`config.mk`:
```
export PLATFORM = sky130hd
export DESIGN_NAME = binary_frame_parser_xor_check_flat
export DESIGN_NICKNAME = d
export VERILOG_FILES = /design/src/design/bfp_pkg.sv /design/src/design/bfp_if.sv /design/src/design/bfp_in_stage.sv /design/src/design/bfp_parser.sv /design/src/design/bfp_out_stage.sv /design/src/design/binary_frame_parser_xor_check.sv /design/src/flat_wrapper.sv
export SDC_FILE = /design/constraint.sdc
export NUM_CORES = 1
export LEC_CHECK = 0
export ABC_AREA = 1
export BUFFER_PORTS_ARGS = -buffer_cell sky130_fd_sc_hd__buf_2
export CAP_MARGIN = 20
export CORE_ASPECT_RATIO = 0.6
export CORE_MARGIN = 2
export CORE_UTILIZATION = 60
export CTS_CLUSTER_DIAMETER = 30
export DETAILED_ROUTE_END_ITERATION = 8
export PLACE_DENSITY_LB_ADDON = 0.08
export SLEW_MARGIN = 10
export SYNTH_ARGS = -nofsm -noshare
export SYNTH_HDL_FRONTEND = slang
export SYNTH_SLANG_ARGS = --single-unit
```
`constraint.sdc`:
```
create_clock -name clk -period 7.67 [get_ports clk]
set_input_delay 1.1505 -clock clk [delete_from_list [all_inputs] [get_ports clk]]
set_output_delay 1.1505 -clock clk [all_outputs]
set_load 0.1 [all_outputs]
```
`src/design/bfp_pkg.sv`:
```
// bfp_pkg: shared constants and result type of the sync / length / xor frame parser
// no dependencies
`timescale 1ns / 1ps

package bfp_pkg;

  localparam logic [7:0] SYNC_FIRST  = 8'hA0;
  localparam logic [7:0] SYNC_SECOND = 8'hA1;

  typedef enum logic [2:0] {
    EV_NONE = 3'd0,
    EV_DATA = 3'd1,
    EV_GOOD = 3'd2,
    EV_ERRA = 3'd3,
    EV_ERRB = 3'd4
  } event_t;

  typedef struct packed {
    logic [2:0]  event_res;
    logic [7:0]  data_byte;
    logic [15:0] byte_index;
    logic [7:0]  frame_id;
    logic [15:0] frame_length;
    logic [31:0] bad_frames;
  } res_t;

endpackage

```
`src/design/bfp_if.sv`:
```
// bfp_in_if / bfp_out_if: valid-ready channels of the frame parser
// depends on nothing but plain logic types
`timescale 1ns / 1ps

interface bfp_in_if;
  logic       valid;
  logic       ready;
  logic [7:0] rx_byte;

  modport source (output valid, output rx_byte, input ready);
  modport sink   (input valid, input rx_byte, output ready);
endinterface

interface bfp_out_if;
  logic        valid;
  logic        ready;
  logic [2:0]  event_res;
  logic [7:0]  data_byte;
  logic [15:0] byte_index;
  logic [7:0]  frame_id;
  logic [15:0] frame_length;
  logic [31:0] bad_frames;

  modport source (output valid, output event_res, output data_byte, output byte_index,
                  output frame_id, output frame_length, output bad_frames, input ready);
  modport sink   (input valid, input event_res, input data_byte, input byte_index,
                  input frame_id, input frame_length, input bad_frames, output ready);
endinterface

```
`src/design/bfp_in_stage.sv`:
```
// bfp_in_stage: input register of the frame parser
// depends on bfp_in_if
`timescale 1ns / 1ps

module bfp_in_stage (
  input  logic        clk,
  input  logic        rst_n,
  bfp_in_if.sink      in_ch,
  input  logic        advance,
  output logic        vld,
  output logic [7:0]  rx_byte
);

  logic       vld_r;
  logic [7:0] byte_r;

  assign in_ch.ready = !vld_r || advance;
  assign vld         = vld_r;
  assign rx_byte     = byte_r;

  always_ff @(posedge clk) begin
    if (!rst_n) begin
      vld_r <= 1'b0;
    end else if (in_ch.ready) begin
      vld_r <= in_ch.valid;
    end
  end

  always_ff @(posedge clk) begin
    if (in_ch.ready && in_ch.valid) begin
      byte_r <= in_ch.rx_byte;
    end
  end

endmodule

```
`src/design/bfp_parser.sv`:
```
// bfp_parser: frame state, xor checksum and error count, one byte per step
// depends on bfp_pkg
`timescale 1ns / 1ps

module bfp_parser
  import bfp_pkg::*;
(
  input  logic       clk,
  input  logic       rst_n,
  input  logic       step,
  input  logic [7:0] rx_byte,
  output res_t       res
);

  typedef enum logic [2:0] {
    PH_HUNT  = 3'd0,
    PH_SYNC1 = 3'd1,
    PH_SYNC2 = 3'd2,
    PH_LENLO = 3'd3,
    PH_LENHI = 3'd4,
    PH_BODY  = 3'd5,
    PH_CHKA  = 3'd6,
    PH_CHKB  = 3'd7
  } phase_t;

  phase_t      phase_r, phase_nxt;
  logic [15:0] len_r, len_nxt;
  logic [15:0] cnt_r, cnt_nxt;
  logic [7:0]  xor_r, xor_nxt;
  logic [7:0]  id_r, id_nxt;
  logic [31:0] err_r, err_nxt;
  event_t      ev;
  logic [7:0]  dbyte;
  logic [15:0] idx;

  always_comb begin
    phase_nxt = phase_r;
    len_nxt   = len_r;
    cnt_nxt   = cnt_r;
    xor_nxt   = xor_r;
    id_nxt    = id_r;
    err_nxt   = err_r;
    ev        = EV_NONE;
    dbyte     = 8'd0;
    idx       = 16'd0;
    case (phase_r)
      PH_HUNT: begin
        if (rx_byte == SYNC_FIRST) phase_nxt = PH_SYNC1;
      end
      PH_SYNC1: begin
        // anything but the second sync byte, a repeated first one too, goes back
        if (rx_byte == SYNC_SECOND) begin
          phase_nxt = PH_SYNC2;
          xor_nxt   = 8'd0;
        end else begin
          phase_nxt = PH_HUNT;
        end
      end
      PH_SYNC2: begin
        len_nxt   = {8'd0, rx_byte};
        phase_nxt = PH_LENLO;
      end
      PH_LENLO: begin
        len_nxt   = {rx_byte, len_r[7:0]};
        cnt_nxt   = 16'd0;
        phase_nxt = PH_LENHI;
      end
      PH_LENHI: begin
        id_nxt    = rx_byte;
        xor_nxt   = xor_r ^ rx_byte;
        phase_nxt = PH_BODY;
      end
      PH_BODY: begin
        xor_nxt = xor_r ^ rx_byte;
        ev      = EV_DATA;
        dbyte   = rx_byte;
        idx     = cnt_r;
        cnt_nxt = cnt_r + 16'd1;
        // zero length still takes one byte
        if (cnt_nxt >= len_r) phase_nxt = PH_CHKA;
      end
      PH_CHKA: begin
        if (rx_byte == xor_r) begin
          phase_nxt = PH_CHKB;
        end else begin
          ev        = EV_ERRA;
          err_nxt   = err_r + 32'd1;
          phase_nxt = PH_HUNT;
        end
      end
      PH_CHKB: begin
        if (rx_byte == xor_r) begin
          ev = EV_GOOD;
        end else begin
          ev      = EV_ERRB;
          err_nxt = err_r + 32'd1;
        end
        phase_nxt = PH_HUNT;
      end
      default: begin
        phase_nxt = PH_HUNT;
      end
    endcase
  end

  always_ff @(posedge clk) begin
    if (!rst_n) begin
      phase_r <= PH_HUNT;
      len_r   <= 16'd0;
      cnt_r   <= 16'd0;
      xor_r   <= 8'd0;
      id_r    <= 8'd0;
      err_r   <= 32'd0;
    end else if (step) begin
      phase_r <= phase_nxt;
      len_r   <= len_nxt;
      cnt_r   <= cnt_nxt;
      xor_r   <= xor_nxt;
      id_r    <= id_nxt;
      err_r   <= err_nxt;
    end
  end

  assign res.event_res    = ev;
  assign res.data_byte    = dbyte;
  assign res.byte_index   = idx;
  assign res.frame_id     = id_nxt;
  assign res.frame_length = len_nxt;
  assign res.bad_frames   = err_nxt;

endmodule

```
`src/design/bfp_out_stage.sv`:
```
// bfp_out_stage: result register of the frame parser
// depends on bfp_pkg and bfp_out_if
`timescale 1ns / 1ps

module bfp_out_stage
  import bfp_pkg::*;
(
  input  logic       clk,
  input  logic       rst_n,
  input  logic       load,
  input  res_t       res,
  output logic       advance,
  bfp_out_if.source  out_ch
);

  logic vld_r;
  res_t res_r;

  // free when empty or when the held item leaves this cycle
  assign advance = !vld_r || out_ch.ready;

  always_ff @(posedge clk) begin
    if (!rst_n) begin
      vld_r <= 1'b0;
    end else if (advance) begin
      vld_r <= load;
    end
  end

  always_ff @(posedge clk) begin
    if (advance && load) begin
      res_r <= res;
    end
  end

  assign out_ch.valid        = vld_r;
  assign out_ch.event_res    = res_r.event_res;
  assign out_ch.data_byte    = res_r.data_byte;
  assign out_ch.byte_index   = res_r.byte_index;
  assign out_ch.frame_id     = res_r.frame_id;
  assign out_ch.frame_length = res_r.frame_length;
  assign out_ch.bad_frames   = res_r.bad_frames;

endmodule

```
`src/design/binary_frame_parser_xor_check.sv`:
```
// channel   dir  handshake             payload
// in_ch     in   valid / ready         rx_byte[7:0]
// out_ch    out  valid / ready         event_res, data_byte, byte_index, frame_id,
//                                      frame_length, bad_frames
//
// one byte per cycle sustained while out_ch is ready; each item passes the input
// register and then the result register, with the parser's next-state logic between.
// every accepted byte gives exactly one result item.
// rst_n is synchronous: parser returns to sync hunting and all counts clear.
// a stalled result holds; the input register still takes one more byte behind it.
// depends on bfp_pkg, bfp_if, bfp_in_stage, bfp_parser, bfp_out_stage
`timescale 1ns / 1ps

module binary_frame_parser_xor_check
  import bfp_pkg::*;
(
  input  logic       clk,
  input  logic       rst_n,
  bfp_in_if.sink     in_ch,
  bfp_out_if.source  out_ch
);

  logic       advance;
  logic       in_vld;
  logic [7:0] in_byte;
  logic       step;
  res_t       res;

  assign step = in_vld && advance;

  bfp_in_stage u_in (
    .clk     (clk),
    .rst_n   (rst_n),
    .in_ch   (in_ch),
    .advance (advance),
    .vld     (in_vld),
    .rx_byte (in_byte)
  );

  bfp_parser u_parser (
    .clk     (clk),
    .rst_n   (rst_n),
    .step    (step),
    .rx_byte (in_byte),
    .res     (res)
  );

  bfp_out_stage u_out (
    .clk     (clk),
    .rst_n   (rst_n),
    .load    (in_vld),
    .res     (res),
    .advance (advance),
    .out_ch  (out_ch)
  );

`ifndef SYNTH
  // a payload byte's index stays inside its frame (zero length gives index 0)
  a_index_in_frame: assert property (@(posedge clk) disable iff (!rst_n)
    out_ch.valid && out_ch.event_res == EV_DATA |->
      (out_ch.byte_index < out_ch.frame_length) || (out_ch.byte_index == 16'd0))
    else $error("payload index beyond frame length");

  // only payload events carry data and index
  a_idle_fields_zero: assert property (@(posedge clk) disable iff (!rst_n)
    out_ch.valid && out_ch.event_res != EV_DATA |->
      out_ch.data_byte == 8'd0 && out_ch.byte_index == 16'd0)
    else $error("non-payload item carries data");

  // with the result register empty the input side must take items
  a_ready_when_empty: assert property (@(posedge clk) disable iff (!rst_n)
    !out_ch.valid |-> in_ch.ready)
    else $error("input stalled while result register empty");

  // an error count change shows up only with a check error event
  a_count_on_error: assert property (@(posedge clk) disable iff (!rst_n)
    step && res.event_res != EV_ERRA && res.event_res != EV_ERRB |=>
      $stable(u_parser.err_r))
    else $error("error count moved without a check error");
`endif

endmodule

```
`src/flat_wrapper.sv`:
```
// flat-port wrapper written by rule: the top's interface ports become plain ports
module binary_frame_parser_xor_check_flat import bfp_pkg::*;
  (clk, rst_n, in_ch_valid, in_ch_rx_byte, in_ch_ready, out_ch_valid, out_ch_event_res, out_ch_data_byte, out_ch_byte_index, out_ch_frame_id, out_ch_frame_length, out_ch_bad_frames, out_ch_ready);
  bfp_in_if in_ch_i ();
  bfp_out_if out_ch_i ();
  input  logic clk;
  input  logic rst_n;
  input wire logic [$bits(in_ch_i.valid)-1:0] in_ch_valid;
  input wire logic [$bits(in_ch_i.rx_byte)-1:0] in_ch_rx_byte;
  output wire logic [$bits(in_ch_i.ready)-1:0] in_ch_ready;
  output wire logic [$bits(out_ch_i.valid)-1:0] out_ch_valid;
  output wire logic [$bits(out_ch_i.event_res)-1:0] out_ch_event_res;
  output wire logic [$bits(out_ch_i.data_byte)-1:0] out_ch_data_byte;
  output wire logic [$bits(out_ch_i.byte_index)-1:0] out_ch_byte_index;
  output wire logic [$bits(out_ch_i.frame_id)-1:0] out_ch_frame_id;
  output wire logic [$bits(out_ch_i.frame_length)-1:0] out_ch_frame_length;
  output wire logic [$bits(out_ch_i.bad_frames)-1:0] out_ch_bad_frames;
  input wire logic [$bits(out_ch_i.ready)-1:0] out_ch_ready;
  assign in_ch_i.valid = in_ch_valid;
  assign in_ch_i.rx_byte = in_ch_rx_byte;
  assign in_ch_ready = in_ch_i.ready;
  assign out_ch_valid = out_ch_i.valid;
  assign out_ch_event_res = out_ch_i.event_res;
  assign out_ch_data_byte = out_ch_i.data_byte;
  assign out_ch_byte_index = out_ch_i.byte_index;
  assign out_ch_frame_id = out_ch_i.frame_id;
  assign out_ch_frame_length = out_ch_i.frame_length;
  assign out_ch_bad_frames = out_ch_i.bad_frames;
  assign out_ch_i.ready = out_ch_ready;
  binary_frame_parser_xor_check u_core (.clk(clk), .rst_n(rst_n), .in_ch(in_ch_i), .out_ch(out_ch_i));
endmodule
```
==> results.md, run 1 <==
- The global-route wire length before repair is 31300 um.
- The analysis attributes to cell leakage a power of 4.248 nW.
- The number of hold violations in the final report is 0.
- The post-route clock period utilization is 0.3927.
- The latest clock arrival within the worst-skew pair is 0.42 ns.
- The first detailed-routing pass took 5 iterations.
- In this run the worst setup path terminates at u_core.u_parser.xor_r[7].
- The layout cell share with drive strength beyond 1 is 0.1489.
- The utilization of the core after routing is 0.7041.
- The minimum period implied by the final worst setup slack is 3.012 ns.
- The effective utilization at floorplan is 0.6175.
- The worst stage delay on the critical path is between 0.7 and 0.8 ns.
- The count of nets left with antenna violations once routing finished came out at 0.
- The startpoint of the worst-slack reg-to-reg timing path is u_core.u_parser.cnt_r[0].
- The count of boundary I/O pins is between 90 and 100.
- The die outline height is 96 um.
- TritonCTS built the clock tree.
- After routing, the total negative slack on setup checks comes to 0 ns.
- Prior to clock tree synthesis, the placed netlist has a worst setup slack of 4.254 ns.
- For this run, global-route usage on met1 was measured as 0.4149.
- The endpoint required time on the critical path is 7.93 ns.
- The run finished with clean final reports.
- The starting DRC count in detailed routing is roughly 700.
- The average wire length per cell after detail routing is 14.83 um.
- The critical path capture point type is a flop.
- The achievable clock frequency is 332.0 MHz.
- The count of pins over their slew limit is 0.
- The number of synthesized register bits is 176.
- The final weighted congestion in routability-driven placement is 0.8265.
- The setup slack of the critical path after layout is 4.658 ns.
- The total detailed-routing wirelength is 19570 um.
- The die covers 0.01510 mm2.
- The number of maximum-capacitance violations is 0.
- Setup repair after global routing left no endpoint under its margin.
- The routed layout has 7033 vias.
- The number of unique standard cell types used by synthesis is 45.
- The slowest stage of the critical path is the sky130_fd_sc_hd__buf_4 cell.
- In the global route stage, met2 resource usage came out at 0.3763.
- Clock skew on the completed layout was measured at ~0.0083 ns.
- The initial antenna violation count was 0.
- Across all hold checks on the routed design, the worst slack comes to 0.4867 ns.
- The clock passes through at most 2 buffers.
- The element type at the critical path start is a primary input.
- The number of gates given a new drive strength after cts is 0.
- After synthesis the cells add up to approximately 0.0085 mm2.
- In this run the most used layer during global routing was met1.
- The post-synthesis to final-layout area growth is 14.03%.
- At the worst endpoint, the arrival time is 3.27 ns.
- The HPWL reported at the end of detailed placement is around 13000 um.
- The most numerous cell type found on the critical path is sky130_fd_sc_hd__nand2_1.
- The overall power after layout is 2.278 mW.
- Counting both buffers and inverters, the worst setup path holds a total of 4.
- The total CTS buffers is 17.
- The share of synthesized area occupied by flip-flops and latches is 0.5239.
- The headroom to the max-slew limit is 0.3677.
- For this run, the post-layout net count is 1145.
- The number of global-route vias before repair is 6282.
- The total overflow left after global routing is 0.
- The number of antenna diodes in the final layout is 0.
- In this run the worst hold path is classified as reg2reg.
- In this run the register-to-register setup slack is 4.73 ns.
- The number of cells produced by synthesis is 1028.
- Entering global routing, the biggest net connects 94 pins.
- For this run, the total global-route usage over all layers was measured as 0.2684.
- In this run the power density over the cells is between 200 and 250 mW/mm2.
- The critical path starts at out_ch_ready.
- Setup violations remaining at the end of the flow were counted as 0.
- The number of warning messages in the yosys log is 0.
- The post-CTS setup buffer count is 0.
- The cell count along the critical path is 9.
- The cell family contributing the most delay on the critical path is buffers and inverters.
- The floorplan has 33 rows.
- The met3 capacity usage during global routing is 0.05988.
- The region available for standard cell placement spans 0.01371 mm2.
- The maximum fanout along the worst path is 62.
- The clock sink count is about 180.
- IR analysis of the VDD net gives a maximum drop of 0.1434 mV.
- In this run the critical register-to-register path is captured at u_core.u_parser.phase_r[0].
- The critical path class is in2reg.
- The net count after synthesis is 1058.
- The worst hold path begins at u_core.u_parser.cnt_r[13].
- The signal on the critical path passes through buf_2 > inv_1 > nand2_1 > nand2_2 > inv_4 > buf_4 > nand2_1 > nand2_1 > a21oi_1.
- The number of buffer cells added on primary ports is 96.
- Dividing the synthesized area by the synthesized cell count gives 8.234 um2.
- The number of hold buffers added after CTS was 0.
- The tree is rooted in a sky130_fd_sc_hd__clkbuf_16.
- At the pin with the least slew margin, the transition time is about 0.95 ns.
- Measured along the x axis, the die boundary spans 157.3 um.
- Measured in cells, the most critical reg-to-reg path has a length of 15.
- In the routed layout, each cell is associated on average with a via count of 5.328.
- The DRC violations left is 0.
- The clock-pin slew reported for the worst setup and hold paths after clock tree synthesis is roughly 0.070 ns.
- The H-tree level count is 4.
## power by group
group | switching, mW | internal (mW) | leakage [nW]
Combinational | 0.262 | 0.0531 | 2.39
Clock | 0.373 | 0.525 | 0.297
Sequential | 0.0244 | 1.04 | 1.56
Total | 0.659 | 1.62 | 4.25
## placed cells by master (no fill, tap or decap), types with 18 or more instances in the layout
master and count:
sky130_fd_sc_hd__nand3_1 54, sky130_fd_sc_hd__o21ai_1 29, sky130_fd_sc_hd__nor2_1 99, sky130_fd_sc_hd__o21ai_0 46, sky130_fd_sc_hd__dfxtp_1 85, sky130_fd_sc_hd__a21oi_1 73, sky130_fd_sc_hd__buf_2 96, sky130_fd_sc_hd__ha_1 18
sky130_fd_sc_hd__edfxtp_1 91, sky130_fd_sc_hd__inv_1 156, sky130_fd_sc_hd__nand2_1 247
## area by class of cell
class                           count  area [um2]
Fill cell                        1066        4056
Sequential cell                   176        4434
Inverter                          171       644.4
Clock buffer                       20       446.7
Multi-Input combinational cell    650        3224
Tap cell                          192       240.2
Clock inverter                     12       158.9
Timing Repair Buffer               99       503.0
## metal layers
metal	routed length (um)	share of wire	vias to the layer above
li1	-	-	3500
met1	9772	0.50	3196
met2	7786	0.40	311
met3	1763	0.090	26
met4	249	0.013	0
met5	0	0	-
## cell usage after synthesis, drive strengths merged
library cell,n,share of area
nor2,107,0.054
clkinv,1,0.00044
o2111ai,1,0.0010
nand2,253,0.11
ha,18,0.027
nand4,11,0.0099
nor3,13,0.010
o21ai,76,0.045
buf,11,0.011
dfxtp,85,0.20
nor4,3,0.0047
o211ai,1,0.00089
edfxtp,91,0.32
o21bai,1,0.00089
nand3,54,0.032
and3,1,0.00074
a21oi,75,0.046
xor2,14,0.015
a211oi,8,0.0071
o22ai,9,0.0067
inv,170,0.075
xnor2,2,0.0021
clkbuf,20,0.0089
and2,3,0.0024
## sequential cells by signal, summed over array words and instances, names as in the netlist, 16 cells and up
name                              flops
u_core.u_out.out_ch.bad_frames       32
u_core.u_out.out_ch.byte_index       16
u_core.u_out.out_ch.frame_length     16
u_core.u_parser.cnt_r                16
u_core.u_parser.err_r                32
u_core.u_parser.len_r                16
## worst min path at each step
stage / cells after the start / endpoint / slack, ns
after floorplan: 2 / u_core.u_parser.cnt_r[14] / 0.44
after global placement: 2 / u_core.u_parser.cnt_r[14] / 0.45
after detailed placement: 2 / u_core.u_parser.cnt_r[14] / 0.46
after CTS: 2 / u_core.u_parser.xor_r[4] / 0.48
after global routing: 2 / u_core.u_parser.xor_r[4] / 0.50
final: 2 / u_core.u_parser.cnt_r[13] / 0.49
## worst min-delay path, cell delays in order, from the launching register on
cell and delay (ns):
sky130_fd_sc_hd__dfxtp_1 0.32, sky130_fd_sc_hd__nand2_1 0.06, sky130_fd_sc_hd__a21oi_1 0.06
## kinds of logic after synthesis
family | after synthesis | synth area share
buffers and inverters | 202 | 0.09549
adders and majority gates | 18 | 0.02661
AOI/OAI and AO/OA | 171 | 0.1081
xor gates and xnor gates | 16 | 0.01744
DFF | 176 | 0.5239
and+or+nand+nor | 445 | 0.2285
## stage by stage
step | cells | instance area (um2)
floorplan | 1028 | 8464
global placement | 1288 | 9046
detailed placement | 1288 | 9046
CTS | 1320 | 9652
global route | 1320 | 9652
finish | 1320 | 9652
(Power assumes the default switching activity.)
==> run 2: changes to the inputs <==
- CORE_UTILIZATION: 60 -> 53
- clock period: 7.67 -> 2.6 ns (I/O delays scaled with it)
==> results.md, run 2 (synthesis gave the netlist of run 1 again) <==
- Counting I/O delays and the setup requirement, the final critical path takes 2.478 ns.
- The startpoint of the worst-slack reg-to-reg timing path is u_core.u_parser.cnt_r[0].
- The post-synthesis to final-layout area growth is 17.78%.
- The number of buffers on the longest clock path is 2 (unchanged).
- The worst setup path is of the reg2reg kind.
- The maximum clock skew at final layout is 0.01511 ns (+0.006776 ns).
- The number of buffer cells added on primary ports is 96 (unchanged).
- The starting DRC count in detailed routing is 822 (+18%).
- The sum of negative setup slack is 0 ns (unchanged).
- The number of global-route vias before repair is 6091 (-3.0%).
- The count of pins over their slew limit is 0 (unchanged).
- The layout net count was 1168 (+2.0%).
- The first-pass iteration count of the detailed router is 7 (+2).
- The post-route clock period utilization is 0.9529.
- The startpoint identified for the worst hold timing path is in_ch_rx_byte[2].
- The fill cell instance count of the final layout is 1348 (+26%).
- The slowest stage of the critical path is the sky130_fd_sc_hd__dfxtp_2 cell.
- The floorplan core area came to 0.01550 mm2 (+13%).
- The number of maximum-capacitance violations came to 0 (unchanged).
- The average wire length per cell after detail routing is 14.89 um (+0.44%).
- Derived from the worst setup path, the maximum achievable clock frequency is between 400 and 500 MHz.
- The register-to-register setup slack is 0.12 ns (-4.61 ns).
- The maximum number of pins on one net before global-route repair was 94 (unchanged).
- The cell leakage power came to 4.386 nW (+3.2%).
- The power density over cell area is 656.0 mW/mm2 (+180%).
- The number of hold violations in the final report is 0 (unchanged).
- The global-route wire length before repair came to 31840 um (+1.7%).
- The worst stage delay on the critical path was 0.35 ns (-0.39 ns).
- The utilization of the core after routing is 0.6431 (-0.06099).
- The hold path depth is 1 (-1).
- The final weighted congestion in routability-driven placement came to 0.9021 (+9.1%).
- Traced cell by cell, the critical path runs through inv_2 > nor3_4 > buf_4 > nand2_2 > nor2_1 > nand2_1 > and2_4 > ha_4 > nand2_2 > inv_2 > nand3_2 > nor3_2 > nand2_1 > nand2_2 > nand3_4 > a21oi_2 > nor2_1.
- The count of inserted antenna diode cells came to 0 (unchanged).
- STA classifies the critical path startpoint as a flop.
- The class of the tightest hold or removal check is in2reg.
- The count of boundary I/O pins is 97 (unchanged).
- The worst reg-to-reg path cell count is 17 (+2).
- The worst hold path endpoint is u_core.u_in.rx_byte[2].
- The area of all sequential standard cells is 0.004444 mm2 (+0.23%).
- The floorplan row count is 35 (+6.1%).
- The checks that failed: DRC.
- The maximum fanout along the worst path is 4 (-94%).
- The latest clock arrival within the worst-skew pair is 0.43 ns (about the same).
- The clock sink count is 176 (unchanged).
- The tree is rooted in a sky130_fd_sc_hd__clkbuf_16.
- The worst-case vdd ir drop is 0.3640 mV (+150%).
- The total detailed-routing wirelength is 20160 um (+3.0%).
- The endpoint identified for the worst register-to-register timing path is u_core.u_parser.phase_r[0].
- The HPWL reported at the end of detailed placement is 13770 um (+6.3%).
- The total CTS buffers is 17 (unchanged).
- The headroom to the max-slew limit is 0.6241 (+0.2564).
- The clock tree from TritonCTS is built.
- The most common library cell in the layout ignoring fill and taps is sky130_fd_sc_hd__nand2_1.
- The DRC violations left is 5 (+5).
- The die outline height is 101.9 um (+6.1%).
- The effective utilization at floorplan is 0.5460 (-0.07147).
- The number of antenna-violating nets in the routed design is 0 (unchanged).
- The flow ran to the end, but the final reports show violations.
- The number of buffers inserted for hold repair after clock tree synthesis is 0 (unchanged).
- In the layout the commonest cells are 242 x sky130_fd_sc_hd__nand2_1, 149 x sky130_fd_sc_hd__inv_1, 96 x sky130_fd_sc_hd__buf_2.
- The detail-routed via count per cell came to 5.262 (-1.2%).
- The endpoint required time on the critical path came to 2.92 ns (-5.01 ns).
- The worst hold slack is 0.1345 ns (-0.3522 ns).
- The slew at the pin closest to its max-slew limit is 0.5618 ns (-0.3867 ns).
- The count of vias placed by the detailed router is 7125 (+1.3%).
- The data arrival time of the critical path is 2.80 ns (-0.47 ns).
- The layout cell share with drive strength beyond 1 is 0.1972 (+0.04828).
- The multi-input gate area in the final layout is 0.003351 mm2 (+3.9%).
- The final count of negative-setup-slack endpoints is 0 (unchanged).
- The worst setup path is captured at a flop.
- The cell occurring most often along the worst timing path is sky130_fd_sc_hd__nand2_2.
- The die width is 167.2 um (+6.2%).
- The clock-pin slew reported for the worst setup and hold paths after clock tree synthesis was 0.07 ns (about the same).
- The overall die area is 0.01703 mm2 (+13%).
- The initial antenna violation count came to 0 (unchanged).
- The H-tree level count is 4 (unchanged).
- The remaining global-route overflow is 0 (unchanged).
- The total global routing track utilization is 0.2383 (-0.03011).
==> run 2: how the worst max path moves through the flow <==
stage	startpoint	to	slack [ns]
final	u_core.u_parser.cnt_r[0]	u_core.u_parser.phase_r[0]	0.12
after global placement	u_core.u_parser.cnt_r[8]	u_core.u_parser.phase_r[0]	0.12
after floorplan	u_core.u_parser.cnt_r[0]	u_core.u_parser.phase_r[0]	0.23
after detailed placement	u_core.u_parser.cnt_r[8]	u_core.u_parser.phase_r[0]	0.001
after CTS	u_core.u_parser.cnt_r[1]	u_core.u_parser.phase_r[1]	0.04
after global routing	u_core.u_parser.cnt_r[6]	u_core.u_parser.phase_r[0]	-0.07
==> run 2: what timing repair did <==
item,in CTS,in global routing
setup buffers,0,7
endpoints found under the setup margin,2,3
resized for setup,3,42
pin swaps,0,15
==> run 2: area by class of cell <==
class / instances / area share
clock buffer: 21 / 0.04631
clock inverter: 11 / 0.009664
inverter: 171 / 0.06514
multi-input combinational: 650 / 0.3361
sequential: 176 / 0.4458
tap: 203 / 0.02548
timing repair buffer: 122 / 0.07154
==> run 2: critical path, delay by kind of cell (launching register included) <==
kind / cells / cell delay [ns]
flops: 1 / 0.35
buf+inv: 3 / 0.26
simple gates: 12 / 1.34
fa+ha+maj: 1 / 0.27
compound gates: 1 / 0.13
==> run 2: metrics by stage <==
stage	instance area, um2	cells	power [mW]	worst slack [ns]
2_1_floorplan	8473	1028	3.950	0.2333
3_3_place_gp	9223	1315	4.126	0.1225
3_5_place_dp	9223	1315	4.134	0.001258
4_1_cts	9793	1347	6.554	0.03564
5_1_grt	9970	1354	6.751	-0.06775
6_report	9970	1354	6.540	0.1225
==> run 2: routing by layer <==
metal | wire (um) | global-route usage | up-vias
li1 | - | - | 3548
met3 | 1591 | 0.04222 | 26
met5 | 0 | 0 | -
met1 | 10580 | 0.3987 | 3291
met4 | 201 | 0.04816 | 0
met2 | 7789 | 0.3147 | 260
==> run 2: power by group <==
| part | switching, mW | total, mW | internal, mW | leakage (nW) |
|---|---|---|---|---|
| Clock | 1.14 | 2.45 | 1.31 | 0.260 |
| Sequential | 0.0719 | 3.14 | 3.07 | 1.57 |
| Combinational | 0.783 | 0.956 | 0.172 | 2.56 |
